==> src/hdl/pgnc_pkg.sv <==
`timescale 1ns / 1ps
// ---------------------------------------------------------------------------
// pgnc_pkg: shared types and constants
// Widths, operation codes, status codes and sequencer states for the
// periodic grid nearest cell search core.
// ---------------------------------------------------------------------------
package pgnc_pkg;
	localparam int MAX_CELLS  = 4096;
	localparam int NG_MAX     = 16;
	localparam int BIN_CAP    = 8;
	localparam int COORD_BITS = 16;

	localparam int ID_W   = $clog2(MAX_CELLS);
	localparam int CNT_W  = ID_W + 1;
	localparam int NGB_W  = $clog2(NG_MAX);
	localparam int NGV_W  = NGB_W + 1;
	localparam int NBINS  = NG_MAX * NG_MAX * NG_MAX;
	localparam int BIN_W  = $clog2(NBINS);
	localparam int SLOT_W = $clog2(BIN_CAP);
	localparam int FILL_W = SLOT_W + 1;
	localparam int PT_W   = 3 * COORD_BITS;
	localparam int SQ_W   = 2 * COORD_BITS;
	localparam int DIST_W = SQ_W + 2;

	typedef enum logic [1:0] {
		OP_INSERT = 2'd0,
		OP_QUERY  = 2'd1,
		OP_CLEAR  = 2'd2,
		OP_NONE   = 2'd3
	} op_t;

	typedef enum logic [1:0] {
		ST_OK        = 2'd0,
		ST_BIN_FULL  = 2'd1,
		ST_TBL_FULL  = 2'd2,
		ST_NOT_FOUND = 2'd3
	} status_t;

	typedef enum logic [3:0] {
		S_IDLE,
		S_WIPE,
		S_INS_RD,
		S_INS_CHK,
		S_INS_WR,
		S_Q_BIN,
		S_Q_FILL,
		S_Q_SLOT,
		S_Q_PT,
		S_Q_AX,
		S_Q_CMP,
		S_DONE
	} state_t;
endpackage

==> src/hdl/pgnc_axis_unit.sv <==
`timescale 1ns / 1ps
// ---------------------------------------------------------------------------
// pgnc_axis_unit: shared minimum-image square
// Wraps one axis difference into the half box and squares it.
// ---------------------------------------------------------------------------
module pgnc_axis_unit
	import pgnc_pkg::*;
(
	input  logic [COORD_BITS-1:0] a,
	input  logic [COORD_BITS-1:0] b,
	output logic [SQ_W-1:0]       sq
);
	logic [COORD_BITS-1:0] d;
	logic [COORD_BITS-1:0] m;

	// modular difference; the magnitude is the shorter way around
	always_comb begin
		d = a - b;
		if (d[COORD_BITS-1]) begin
			m = COORD_BITS'(0) - d;
		end else begin
			m = d;
		end
		sq = SQ_W'(m) * SQ_W'(m);
	end
endmodule

==> config.mk <==
export PLATFORM = sky130hd
export DESIGN_NAME = pgnc_axis_unit
export DESIGN_NICKNAME = d
export VERILOG_FILES = /design/src/hdl/pgnc_pkg.sv /design/src/hdl/pgnc_axis_unit.sv
export SDC_FILE = /design/constraint.sdc
export NUM_CORES = 1
export LEC_CHECK = 0
export BUFFER_PORTS_ARGS = -buffer_cell sky130_fd_sc_hd__buf_2
export CAP_MARGIN = 20
export CORE_MARGIN = 2
export CORE_UTILIZATION = 50
export DETAILED_ROUTE_END_ITERATION = 8
export PLACE_DENSITY = 0.68
export SLEW_MARGIN = 30
export SYNTH_ARGS = -nofsm -noshare
export SYNTH_HDL_FRONTEND = slang
export SYNTH_SLANG_ARGS = --single-unit
==> constraint.sdc <==
create_clock -name vclk -period 10.6
set_clock_uncertainty 0.05 [all_clocks]
set_input_delay 0.53 -clock vclk [all_inputs]
set_output_delay 0.53 -clock vclk [all_outputs]
set_load 0.01 [all_outputs]
# == After elaboration in Yosys (flattened, before gate mapping) ==
# Cells that the tools add are included.
# Widths: inputs -> output; s select.
# word_totals
regBits,0
inputBits,32
out_inout_bits,32
word_cells,4
# classes
add_sub_neg,2
multipliers,1
mux,1
# op_table
operator,n
$mul 16x16->32,1
$mux 16,1
$sub 1x16->16 const A,1
$sub 16x16->16,1

# == Longest topological paths before layout ==
# logic_depth
ltp_word,4
ltp_mapped,37
depth_no_buf,36

# == Least setup slack after synthesis ==
# No wires, ideal clock.
# synth_timing
path_kind,input port to output port
startpoint,in a[0]
endpoint,out sq[30]
t_arrival_ns,8.434
required_ns,10.020
setup_slack_ns,1.586
path_stages,31
path_buffers,0
path_cell_list,inv_1 -> ha_1 -> inv_1 -> fa_1 -> a211oi_1 -> o21ai_1 -> a31o_2 -> and2_1 -> or2_2 -> a31o_2 -> xor2_1 -> nand2_1 -> fa_1 -> inv_1 -> fa_1 -> inv_1 -> fa_1 -> fa_1 -> fa_1 -> fa_1 -> inv_1 -> ha_1 -> or2_2 -> o31a_1 -> a31o_2 -> a2111oi_0 -> a21oi_1 -> a211oi_1 -> o21bai_1 -> a21oi_1 -> xnor2_1
# synth_via
elab_chain_len,4
# synth_rtl
element,line_no,source
from (decl),pgnc_axis_unit.sv:9,"input logic [COORD_BITS-1:0] a,"
$sub 16x16->16 (*),pgnc_axis_unit.sv:18,d = a - b;
$sub 1x16->16,pgnc_axis_unit.sv:20,m = COORD_BITS'(0) - d;
$mux 16 (*),pgnc_axis_unit.sv:19,if (d[COORD_BITS-1]) begin
$mul 16x16->32 (*),pgnc_axis_unit.sv:24,sq = SQ_W'(m) * SQ_W'(m);
to (decl),pgnc_axis_unit.sv:11,output logic [SQ_W-1:0] sq
# Mark *: on every way between the ends. The rest lies on a longest branch, timed or not.

# == Worst setup path after layout ==
# layout_timing
startpoint,in b[2]
endpoint,out sq[30]
# layout_via
elab_chain_len,4
# layout_rtl
element,line_no,source
from (decl),pgnc_axis_unit.sv:10,"input logic [COORD_BITS-1:0] b,"
$sub 16x16->16 (*),pgnc_axis_unit.sv:18,
$sub 1x16->16,pgnc_axis_unit.sv:20,
$mux 16 (*),pgnc_axis_unit.sv:19,
$mul 16x16->32 (*),pgnc_axis_unit.sv:24,
# Marks and branches as above.

==> flow_summary_export.csv <==
group,metric,value,unit
timing,hold_viol,0,
setup_path,slowest_stage,"fa_1",
timing,period_share,0.939,
grt,grt-ovfl-total,0,
grt,antenna_found_initial,0,
timing,finalHoldWorstSlack,1.87,ns
layout,area_growth,7.92,%
drt,wire_per_inst,14.0,µm
setup_path,worstSetupStartpointType,"input pin",
grt,grt_max_degree,18,
setup_path,crit_top_cell,"fa_1",
drt,drt_wl_total,18000,µm
timing,final-max-slew-violation-count,0,
synth,syn_area_per_cell,8.47,µm²
placed_design,portBuffers,63,
grt,grt_pass1_vias,6943,
synth,synth-seq-area-share,0,
drt,drc,0,
setup_path,slowest_delay,0.57,ns
timing,fmax,0.101,GHz
floorplanning,die_h,134,µm
synth,synth_cells,1002,
setup_path,crit_type,"in -> out",
grt,track_usage,0.214,
floorplanning,design.core.area,0.0166,mm²
timing,slew_headroom,0.385,
grt,grt_pass1_wl,32100,µm
layout,antenna_cells,0,
layout,fillerInstances,1576,
drt,vias,6740,
setup_path,worstPathArrival,9.37,ns
drt,via_per_inst,5.23,
synth,synth_area_leader_cell,"fa_1",
timing,rsz0062_at_grt,"false",
floorplanning,die-area,0.0180,mm²
placed_design,gp_congestion,0.853,
floorplanning,placementRows,47,
setup_path,worstPathRequired,10.02,ns
synth,yosysWarnings,0,
synth,synth_area_leaders,"fa_1 (39%), ha_1 (17%), inv_1 (11%), nor2_1 (4.2%), xnor2_1 (3.5%)",
synth,synth_cell_types,66,
clock_tree,holdBufCountCts,0,
timing,worst_pin_slew,0.916,ns
synth,yosys.cell_count.top_type,"inv_1",
synth,synthTopCellsByCount,"inv_1 (254), fa_1 (165), ha_1 (112)",
timing,tns,0,ns
setup_path,end_kind,"output pin",
timing,min_period,9.95,ns
drt,dr.pass1.iters,7,
floorplanning,start_util,0.512,
outcome,outcome,"complete, no violations",
job,cap_violations,0,
synth,synth_top_area_frac,0.389,
setup_path,path_delay_family,"adder cells",
setup_path,crit_fanout,11,
setup_path,path_buf_inv,7,
synth,syn_area,0.00849,mm²
floorplanning,ios,64,
min_path,hold_class,"in -> out",
timing,setup_violations,0,
layout,nets,1379,
layout,n_clock_buffer,0,
layout,seq_area,0,µm²
placed_design,dp_hpwl,16000,µm
drt,drtIter0Drc,267,
floorplanning,die_w,134,µm
layout,seq_cell_count,0,
layout,drive_gt1_frac,0.106,
drt,ant_nets,0,
-- logic make-up after synthesis --
kind of cell               after synthesis  share of synthesized area
AOI/OAI and AO/OA                      136                      0.114
xor gates and xnor gates                57                     0.0624
adders and majority gates              277                      0.554
buffers and inverters                  283                      0.128
muxes                                    7                    0.00870
other                                    2                   0.000885
and+or+nand+nor                        240                      0.132
-- stage by stage --
stage | std cells | utilization | setup WS (ns) | area [µm²]
6_report | 1288 | 0.552 | 0.651 | 9160
4_1_cts | 1287 | 0.550 | 0.256 | 9110
3_5_place_dp | 1287 | 0.550 | 0.290 | 9110
3_3_place_gp | 1287 | 0.550 | 0.484 | 9110
5_1_grt | 1288 | 0.552 | 0.115 | 9160
2_1_floorplan | 1012 | - | 1.59 | 8520
-- final cells by class --
type / count / area, µm² / share of cell area
inverters: 261 / 980 / 0.107
multi-input cells: 729 / 7470 / 0.816
well taps: 220 / 275 / 0.0301
repair buffers: 78 / 428 / 0.0467
-- layer usage --
layer | routed length (µm) | global-route usage
met1 | 8310 | 0.298
met2 | 8820 | 0.386
met3 | 697 | 0.0117
met4 | 175 | 0.0146
met5 | 0 | 0
-- worst paths after layout --
path | startpoint | endpoint | slack (ns) | cells past startpoint
max | b[2] | sq[30] | 0.65 | 32
min | b[0] | sq[0] | 1.87 | 5
-- cells in the final DEF (no fill, tap or decap), types with 9 or more instances in the layout --
cell and n:
nor3_1 9, nor2_1 94, a21o_1 19, xor2_1 18, conb_1 12, a21oi_1 35, buf_2 63, o21ai_0 16
fa_1 165, inv_1 254, xnor2_1 34, nand2_1 71, ha_1 112, buf_4 15
-- what timing repair did --
action                                 in CTS  in global routing
setup buffers                               0                  1
endpoints found under the hold margin       0                  0
resized for setup                           0                  5
setup endpoints to repair                   0                  3
Power is not shown: default switching activity piles up to over one toggle a cycle in this logic, so the estimate is an artifact.
