[config.mk]
export PLATFORM = sky130hd
export DESIGN_NAME = pgnc_ram
export DESIGN_NICKNAME = d
export VERILOG_FILES = /design/src/hdl/pgnc_ram.sv
export SDC_FILE = /design/constraint.sdc
export NUM_CORES = 1
export LEC_CHECK = 0
export BUFFER_PORTS_ARGS = -buffer_cell sky130_fd_sc_hd__buf_2
export CELL_PAD_IN_SITES_DETAIL_PLACEMENT = 2
export CELL_PAD_IN_SITES_GLOBAL_PLACEMENT = 2
export CORE_ASPECT_RATIO = 1.75
export CORE_MARGIN = 1.5
export CORE_UTILIZATION = 50
export CTS_CLUSTER_DIAMETER = 40
export DETAILED_ROUTE_END_ITERATION = 7
export GPL_TIMING_DRIVEN = 0
export HOLD_SLACK_MARGIN = 0.03
export PLACE_DENSITY = 0.88
export REMOVE_ABC_BUFFERS = 1
export SETUP_SLACK_MARGIN = 0.1
export SLEW_MARGIN = 30
export SYNTH_ARGS = -nofsm -noshare
export SYNTH_HDL_FRONTEND = slang
export SYNTH_SLANG_ARGS = --single-unit
export TNS_END_PERCENT = 50
[constraint.sdc]
create_clock -name clk -period 4.9 [get_ports clk]
set_input_delay 0.98 -clock clk [delete_from_list [all_inputs] [get_ports clk]]
set_output_delay 0.98 -clock clk [all_outputs]
set_load 0.02 [all_outputs]
[src/hdl/pgnc_ram.sv]
`timescale 1ns / 1ps
// ---------------------------------------------------------------------------
// pgnc_ram: generic single-port RAM
// One write or read per cycle, registered read data.
// ---------------------------------------------------------------------------
module pgnc_ram #(
	parameter int WIDTH = 8,
	parameter int DEPTH = 16
) (
	input  logic                     clk,
	input  logic                     we,
	input  logic [$clog2(DEPTH)-1:0] addr,
	input  logic [WIDTH-1:0]         wdata,
	output logic [WIDTH-1:0]         rdata
);
	logic [WIDTH-1:0] mem [DEPTH];

	always_ff @(posedge clk) begin
		if (we) begin
			mem[addr] <= wdata;
		end
		rdata <= mem[addr];
	end
endmodule

### After elaboration in Yosys (flattened, before gate mapping)

Memory sizes are Yosys's and may differ from the RTL's. A register that Yosys moved wholly into a read port is not among the register bits.
Index checks and enable logic that the tools add are counted.

* register bits after elaboration: 0
* logic and storage cells: 3
* latch bits: 0
* bits in read-only memories: 0
* bits in writable memories: 128
* output and inout bits: 8
* input port bits: 14
* memories: 1

* order comparisons: 0
* shift-type cells: 0
* add/sub/neg operators: 0
* equality and inequality tests: 0
* multiply operators: 0
* bitwise gates (word level): 0
* reduce and logical (&&, ||, !) cells: 0
* multiplexer cells: 2
* divide/modulo/power cells: 0

Memories
* mem: words 16, bits a word 8, read ports 1, clocked after Yosys merged registers in 1, wr ports 1, line 16 `logic [WIDTH-1:0] mem [DEPTH];`

Operators by type and width (number)
* $mux W1: 2

### Logic depth before layout (Yosys ltp)

Gate-level depths: netlist of run 1.

* depth in word-level cells: 2
* gate-level depth with buffers: 5
* mapped depth without buffers: 3

### Worst setup path before layout of run 1

No wires, ideal clock.

* kind: input to register
* from: input port addr[2]
* to: memory mem[0][0], enable pin
* library setup time: 0.383 ns
* arrival: 2.090 ns
* cell stages on the path: 2
* path buffers: 0
* slack: 2.427 ns
* required time: 4.517 ns
* cell sequence: or3b_2 -> nor3_1

RTL lines
* start: declaration: line 12 `input logic [$clog2(DEPTH)-1:0] addr,`
* end: declaration: line 16

Straight into the memory's write port.

### Final worst setup path of run 1

* from: input port addr[0]
* to: memory mem[15][4], enable pin

Straight into the memory's write port.

==> results.toml, run 1 <==
[floorplanning]
floorplan.die.width_um = 79.1
dieArea_um2 = 10800
design.core.area_um2 = 9850
initial_utilization = 0.514
num_io_pins = 22
vertical_extent_of_the_die_um = 136
rows = 48

[synth]
yosys.area_share.adder = 0
yosysWarnings = 0
main_combinational_cell_family_by_area_after_synthesis = "multiplexers"
synth_xor_xnor_area_share = 0
synth-seq-area-share = 0.790
synth_compound_gate_area_share = 0.0237
synthSimpleGateAreaFrac = 0.0321
post_synth_mux_area_share = 0.142
yosys_register_bits = 136
synth_area_um2 = 5070
mean_post_synth_cell_area_um2 = 22.0
synth_cell_types = 18
synthCells = 230

[clock_network]
numCtsBuffers = 17
cts_hold_buffers = 0
clock_sink_count = 136
clock-root-buffer = "clkbuf_16"
clock_path_buffers = 2
ctsHtreeMaxLevel = 4
tritoncts = "yes"
postCtsSetupBuffers = 0
source_to_sink_clock_delay_at_the_later_pin_of_the_worst_skew_pair_ps = 420
number_of_gates_given_a_new_drive_strength_after_cts = 0
post_cts_clock_slew_at_the_launch_and_capture_registers_of_the_worst_setup_and_hold_paths_ps = 60

[grt]
grt_pass1_wl_um = 19200
grt_pass1_vias = 2830
antenna_found_initial = 0
global_route_total_overflow = 0
grt_max_degree = 40
globalRouteTotalUtil = 0.270

[setup_path]
critical_path.endpoint_type = "register"
crit_path_cell_trace = "buf_4 > nand2_1 > nor2_1"
critPathLaunchType = "primary input"
worst-endpoint-required_ps = 4940
cp_data_arrival_time_ps = 2690
timing_worst_setup_path_type = "primary input to register"
cp_max_fo = 39
critPathMaxStageDelay_ps = 790
crit_path_top_delay_cell = "nor2_1"

[route]
via_per_inst = 6.08
initialDrtViolationCount = 168
remaining_drc_errors = 0
via_count = 2432
wirelength_um = 13000
drt-pass1-iter-count = 4
antenna_violating_nets_post_route = 0
route.detailed.wl_per_inst_um = 32.6

[finish]
drive_gt1_frac = 0.331
stdcell_count = 400
nets = 276
mostFrequentLayoutCell = "edfxtp_1"
syn2layout_area_growth_pct = 17.6
num_antenna_cells = 0
layout_common_cells = "128 x edfxtp_1, 32 x mux4_2, 20 x buf_2"

[power]
power.leakage_nw = 1.94
power_density_nw_per_um2 = 473
peakVddDrop_mv = 0.464

[placement]
gpl_wtd_cong = 0.708
portBuffers = 21
dp_cells = 367
place_worst_setup_slack_ps = 1520
dp_hpwl_um = 7200

[sta]
fin_setup_tns_ps = 0
worst_clock_skew_ps = 5.42
post-route-worst-setup-slack_ps = 2250
setup_viol = 0
clock.fmax_mhz = 378
final.period_utilization = 0.540
hold_viol_final = 0
unrepaired_setup_endpoints_after_global_routing = "false"
timing_max_transition_violations_final = 0
slew-limit-headroom = 0.376
worst-slew-pin-transition_ps = 933
period_minus_slack_ps = 2650

[flow_run]
max_cap_viol_count = 0

[run_status]
status = "finished, final reports clean"

[hold_path]
min-delay-path-class = "register to register"
[stage by stage]
step,total power [mW],instance area (um^2),util,hold slack (ps)
floorplan,1.39,5010,-,635
global placement,1.45,5270,0.535,650
detailed placement,1.46,5310,0.539,701
CTS,2.83,5930,0.602,729
global route,2.88,5960,0.605,750
finish,2.82,5960,0.605,719
[cells by family after synthesis]
family / Yosys count
flip-flops: 136
AND/OR/NAND/NOR: 35
multiplexers: 32
AO/OA/AOI/OAI: 16
buffers and inverters: 11
[layout make-up]
type / count / area [um^2]
tap: 125 / 156
fill: 778 / 3890
clock buffer: 22 / 444
multi-input combinational: 83 / 1040
clock inverter: 10 / 175
timing repair buffer: 24 / 143
sequential: 136 / 4000
[metal layers]
metal | vias up | GRT usage | wire (um)
met1 | 1305 | 0.321 | 5030
met3 | 30 | 0.0537 | 358
met5 | - | 0 | 0
li1 | 1033 | - | -
met4 | 0 | 0.120 | 414
met2 | 64 | 0.471 | 7240
[power by group]
group | switching [mW] | leakage [nW] | internal, mW | total (mW)
Clock | 0.477 | 0.297 | 0.897 | 1.37
Combinational | 0.0870 | 0.418 | 0.0483 | 0.135
Sequential | 0.0100 | 1.22 | 1.30 | 1.31
Total | 0.574 | 1.94 | 2.25 | 2.82
[worst max-delay path, delay by kind of cell]
kind,cells,cell delay [ps]
simple gates,2,1100
buf+inv,1,560
[synthesized netlist by cell type, drive strengths merged]
master	count	area share
a22oi	16	0.024
nand3b	2	0.0030
or3b	1	0.0017
clkbuf	3	0.0025
mux4	32	0.14
nor3	4	0.0040
nand2	9	0.0067
nand3	1	0.00099
dfxtp	8	0.032
edfxtp	128	0.76
nor2b	2	0.0025
buf	8	0.0094
and2	1	0.0012
nor2	13	0.0096
nand2b	2	0.0025
[state kept, by name, indices dropped and copies added, names as in the netlist]
signal,cells
mem,128
rdata,8
[path summary, 6_finish.rpt]
| check | from | to | slack [ps] | cells after the start |
|---|---|---|---|---|
| max | addr[0] | mem[15][4]$_DFFE_PP_ | 2250 | 3 |
| min | mem[6][1]$_DFFE_PP_ | rdata[1]$_DFF_P_ | 720 | 3 |
| max reg2reg | mem[3][4]$_DFFE_PP_ | rdata[4]$_DFF_P_ | 3380 | 3 |
| min reg2reg | mem[6][1]$_DFFE_PP_ | rdata[1]$_DFF_P_ | 720 | 3 |
Note: power is estimated with default switching activity, not from simulation.
==> inputs of run 2 (changes only) <==
ABC_AREA = 1   (was default)
CORE_UTILIZATION = 36   (was 50)
PLACE_DENSITY = 0.81   (was 0.88)
clock period = 2.2 ns   (was 4.9 ns; I/O delays follow)
==> run 2 against run 1 <==
- setup slack lost 2000 ps
- total power grew 130%
- clock skew rose by 3.4 ps
- register-to-register slack got worse by 2300 ps
- clock power up 130%
- largest cell class unchanged
- global-route usage decreased by 5.8 points
- area after synthesis increased by 10%
- sequential power up 120%
- cell count increased by 92%
- design area is 10% higher
- via count grew 60%
- highest routed layer unchanged
- wire length up 27%
==> results.toml, run 2 <==
[setup_path]
critical_path.endpoint_type = "register"
critPathMaxStageDelay_ps = 790
crit_path_top_delay_cell = "nor2_1"
cp_data_arrival_time_ps = 2030
critPathLaunchType = "primary input"
worst-endpoint-required_ps = 2250
crit_path_cell_trace = "buf_6 > nand3_1 > nor2_1"
timing_worst_setup_path_type = "primary input to register"
cp_max_fo = 67

[grt]
globalRouteTotalUtil = 0.212
grt_pass1_vias = 4483
grt_max_degree = 68
grt_pass1_wl_um = 25400
global_route_total_overflow = 0
antenna_found_initial = 0

[clock_network]
source_to_sink_clock_delay_at_the_later_pin_of_the_worst_skew_pair_ps = 420
clock_sink_count = 136
cts_hold_buffers = 0
post_cts_clock_slew_at_the_launch_and_capture_registers_of_the_worst_setup_and_hold_paths_ps = 60
ctsHtreeMaxLevel = 4
postCtsSetupBuffers = 0
numCtsBuffers = 17
clock_path_buffers = 2
clock-root-buffer = "clkbuf_16"
tritoncts = "yes"

[floorplanning]
initial_utilization = 0.365
dieArea_um2 = 16300
design.core.area_um2 = 15300
rows = 60
floorplan.die.width_um = 97.2
vertical_extent_of_the_die_um = 168
num_io_pins = 22

[finish]
fill_cell_total_of_the_finished_layout = 1622
utilization = 0.428
seqCellArea_um2 = 4000
largest-register = "mem"
layout_common_cells = "346 x nand2_1, 128 x edfxtp_1, 21 x inv_1"
nets = 581
syn2layout_area_growth_pct = 17.3
largest_registers = "mem (128), rdata (8)"
num_antenna_cells = 0
multi_input_comb_area_um2 = 1450
mostFrequentLayoutCell = "nand2_1"
largest_register_ff_count = 128
layout.cell_area.non_filler_um2 = 6560
stdcell_count = 766
drive_gt1_frac = 0.119

[synth]
synth_cell_types = 11
yosysWarnings = 0
post-synth-top-area-fraction = 0.687
synth_enable_flop_cells = 128
synth-seq-area-share = 0.716
most_used_standard_cells_in_the_synthesized_netlist = "346 x nand2_1, 128 x edfxtp_1, 21 x inv_1"
dominantRegCellSynth = "edfxtp_1"
synth_compound_gate_area_share = 0
synth.top_cells.by_area = "edfxtp_1 69%, nand2_1 23%, dfxtp_1 2.9%"
synth_area_um2 = 5590
synth_largest_area_cell = "edfxtp_1"
yosys_register_bits = 136
synthSimpleGateAreaFrac = 0.248
post_synth_mux_area_share = 0
async_reset_ff_frac = 0
synthCells = 548
main_combinational_cell_family_by_area_after_synthesis = "simple AND/OR/NAND/NOR gates"
synth_xor_xnor_area_share = 0
mean_post_synth_cell_area_um2 = 10.2
yosys.area_share.adder = 0
post-synth-top-count-cell = "nand2_1"

[sta]
whs_ps = 429
worst-slew-pin-transition_ps = 934
setup_viol = 0
final.period_utilization = 0.901
period_minus_slack_ps = 1980
post-route-worst-setup-slack_ps = 218
unrepaired_setup_endpoints_after_global_routing = "true"
worst_clock_skew_ps = 8.79
hold_viol_final = 0
slew-limit-headroom = 0.375
timing_max_transition_violations_final = 0
fin_setup_tns_ps = 0
clock.fmax_mhz = 504

[route]
antenna_violating_nets_post_route = 0
drt-pass1-iter-count = 4
wirelength_um = 16500
via_per_inst = 5.09
via_count = 3902
remaining_drc_errors = 0
initialDrtViolationCount = 149
route.detailed.wl_per_inst_um = 21.6

[power]
design_power_total_mw = 6.50
power_density_nw_per_um2 = 992
power.leakage_nw = 2.75
peakVddDrop_mv = 0.589

[placement]
gpl_wtd_cong = 0.717
post_dp_cell_area_um2 = 5820
place_worst_setup_slack_ps = -897
dp_hpwl_um = 9640
dp_cells = 734
portBuffers = 21

[flow_run]
max_cap_viol_count = 0

[run_status]
status = "finished, final reports clean"

[hold_path]
min-delay-path-class = "primary input to register"
==> run 2: cell count changes after synthesis, moves of 3 or more <==
cell and delta:
nor3_1 -4, a22oi_1 -16, buf_2 +10, buf_1 -4, nor2_1 +5, inv_1 +21
mux4_2 -32, nand2_1 +337, buf_4 +6, nand3_1 +3
==> run 2: layout make-up <==
cell class / instances / share of cell area
Tap cell: 186 / 0.0355
Multi-Input combinational cell: 368 / 0.221
Sequential cell: 136 / 0.610
Inverter: 23 / 0.0151
Timing Repair Buffer: 21 / 0.0174
Clock buffer: 20 / 0.0712
Clock inverter: 12 / 0.0300
==> run 2: where the power goes <==
group / internal (mW) / switching, mW / leakage [nW]
clock: 2.10 / 1.10 / 0.321
sequential: 2.90 / 0.0184 / 1.22
combinational: 0.0886 / 0.301 / 1.21
total: 5.08 / 1.42 / 2.75
==> run 2: cell families (layout without fill, tap and decap cells) <==
kind of cell	Yosys count	count (layout)
buffers and inverters	44	76
DFF	136	136
and+or+nand+nor	368	368
==> run 2: worst paths after layout <==
path / start / to / slack (ps) / cells past startpoint
worst max-delay path: addr[0] / mem[11][7]$_DFFE_PP_ / 220 / 3
worst min-delay path: wdata[0] / mem[2][0]$_DFFE_PP_ / 430 / 1
worst min register to register: mem[1][6]$_DFFE_PP_ / rdata[6]$_DFF_P_ / 730 / 8
worst max register to register: mem[4][5]$_DFFE_PP_ / rdata[5]$_DFF_P_ / 1060 / 8
==> run 2: layer usage <==
metal | track usage | share of wire | vias up
li1 | - | - | 1793
met1 | 0.223 | 0.37 | 2001
met2 | 0.417 | 0.58 | 87
met3 | 0.0340 | 0.035 | 21
met4 | 0.0770 | 0.017 | 0
met5 | 0 | 0 | -
==> run 2: timing repair <==
| action | in CTS | in global routing |
|---|---|---|
| gates resized for setup | 22 | 3 |
| endpoints found under the setup margin | 136 | 122 |
| hold endpoints to repair | 0 | 0 |
| cloned | 0 | 0 |
==> run 2: worst max-delay path: cells and delay by family <==
kind                   cells  cell delay (ps)
buffers and inverters      1              440
AND/OR/NAND/NOR            2             1110
==> inputs of run 3 (changes only) <==
ABC_AREA = 0   (was 1)
CAP_MARGIN = 20   (was default)
CORE_UTILIZATION = 43   (was 36)
==> run 3 against run 2 <==
- the run now ends with DRC left
- clock power decreased by 23%
- cell count down 47%
- critical endpoint is now mem[2][5]$_DFFE_PP_
- combinational power decreased by 27%
- clock skew barely moved
- setup slack gained 80 ps
- first-iteration DRC count down 2.7%
- register-to-register slack got worse by 220 ps
- sequential share of layout area grew 7.4 points
==> results.toml, run 3 (synthesis gave the netlist of run 1 again) <==
[clock_network]
cts_hold_buffers = 0
post_cts_clock_slew_at_the_launch_and_capture_registers_of_the_worst_setup_and_hold_paths_ps = 60
clock_sink_count = 136
postCtsSetupBuffers = 0
source_to_sink_clock_delay_at_the_later_pin_of_the_worst_skew_pair_ps = 410
tritoncts = "yes"
clock-root-buffer = "clkbuf_16"
clock_path_buffers = 2
numCtsBuffers = 17
ctsHtreeMaxLevel = 4

[sta]
setup_viol = 0
timing_max_transition_violations_final = 0
period_minus_slack_ps = 1900
post-route-worst-setup-slack_ps = 297
clock.fmax_mhz = 526
unrepaired_setup_endpoints_after_global_routing = "false"
whs_ps = 419
slew-limit-headroom = 0.379
hold_viol_final = 0
worst_clock_skew_ps = 9.04
final.period_utilization = 0.865
worst-slew-pin-transition_ps = 926

[finish]
drive_gt1_frac = 0.333
largest_register_ff_count = 128
stdcell_count = 408
layout_common_cells = "128 x edfxtp_1, 32 x mux4_2, 19 x buf_2"
mostFrequentLayoutCell = "edfxtp_1"
utilization = 0.508
largest-register = "mem"
largest_registers = "mem (128), rdata (8)"
num_antenna_cells = 0
syn2layout_area_growth_pct = 15.4
nets = 274

[route]
route.detailed.wl_per_inst_um = 26.9
via_per_inst = 5.73
via_count = 2336
remaining_drc_errors = 1
initialDrtViolationCount = 145
wirelength_um = 11000
drt-pass1-iter-count = 6
antenna_violating_nets_post_route = 0

[setup_path]
critPathMaxStageDelay_ps = 760
cp_max_fo = 39
timing_worst_setup_path_type = "primary input to register"
critPathLaunchType = "primary input"
crit_path_top_delay_cell = "nor2_1"
cp_data_arrival_time_ps = 1930
critical_path.endpoint_type = "register"
worst-endpoint-required_ps = 2230
crit_path_cell_trace = "buf_4 > nand2b_1 > nor2_1"

[power]
power.leakage_nw = 1.88
peakVddDrop_mv = 0.606
power_density_nw_per_um2 = 969

[floorplanning]
vertical_extent_of_the_die_um = 147
rows = 52
floorplan.die.width_um = 85.1
initial_utilization = 0.440
num_io_pins = 22
design.core.area_um2 = 11500
dieArea_um2 = 12500

[flow_run]
max_cap_viol_count = 0

[grt]
global_route_total_overflow = 0
grt_max_degree = 40
antenna_found_initial = 0
globalRouteTotalUtil = 0.192
grt_pass1_vias = 2647
grt_pass1_wl_um = 16600

[placement]
dp_hpwl_um = 7140
dp_cells = 376
portBuffers = 21
place_worst_setup_slack_ps = -712
gpl_wtd_cong = 0.712

[hold_path]
min-delay-path-class = "primary input to register"

[run_status]
status = "finished with violations"
failing_checks = "DRC"
[run 3: layout make-up]
| class | count | area, um^2 |
|---|---|---|
| fillers | 965 | 5670 |
| flip-flops and latches | 136 | 4000 |
| multi-input cells | 83 | 1050 |
| clock buffers | 28 | 487 |
| well taps | 135 | 169 |
| repair buffers | 22 | 121 |
| clock inverters | 4 | 22.5 |
[run 3: path summary, 6_finish.rpt]
check	slack, ps	from	end	cells past startpoint
max	300	addr[1]	mem[2][5]$_DFFE_PP_	3
min	420	wdata[6]	mem[14][6]$_DFFE_PP_	1
max reg2reg	840	mem[0][0]$_DFFE_PP_	rdata[0]$_DFF_P_	3
min reg2reg	680	mem[12][2]$_DFFE_PP_	rdata[2]$_DFF_P_	3
[run 3: power by group]
group / internal (mW) / leakage (nW) / switching (mW)
sequential: 2.90 / 1.22 / 0.0161
combinational: 0.105 / 0.405 / 0.177
clock: 1.49 / 0.246 / 0.974
[run 3: critical path: cells and delay by family]
family	cells	cell delay [ps]
simple gates	2	1020
buf+inv	1	440
[run 3: routing by layer]
metal	GRT usage	vias to the layer above	part of all wire
li1	-	1025	-
met1	0.231	1248	0.41
met3	0.0334	18	0.021
met2	0.328	45	0.54
met5	0	-	0
met4	0.100	0	0.028
[run 3: metrics by stage]
stage / cell area, um^2 / setup TNS [ps] / power, mW
detailed placement: 5310 / -50160 / 3.26
floorplan: 5010 / 0 / 3.10
finish: 5850 / 0 / 5.67
global route: 5850 / 0 / 5.82
CTS: 5830 / 0 / 5.72
global placement: 5280 / -75630 / 3.23
[run 3: what timing repair did]
item                                    4_1_cts  5_1_grt
gates resized for setup                       5        3
endpoints found under the hold margin         0        0
endpoints found under the setup margin       80       40
pin swaps                                     0        0
cloned                                        0        0
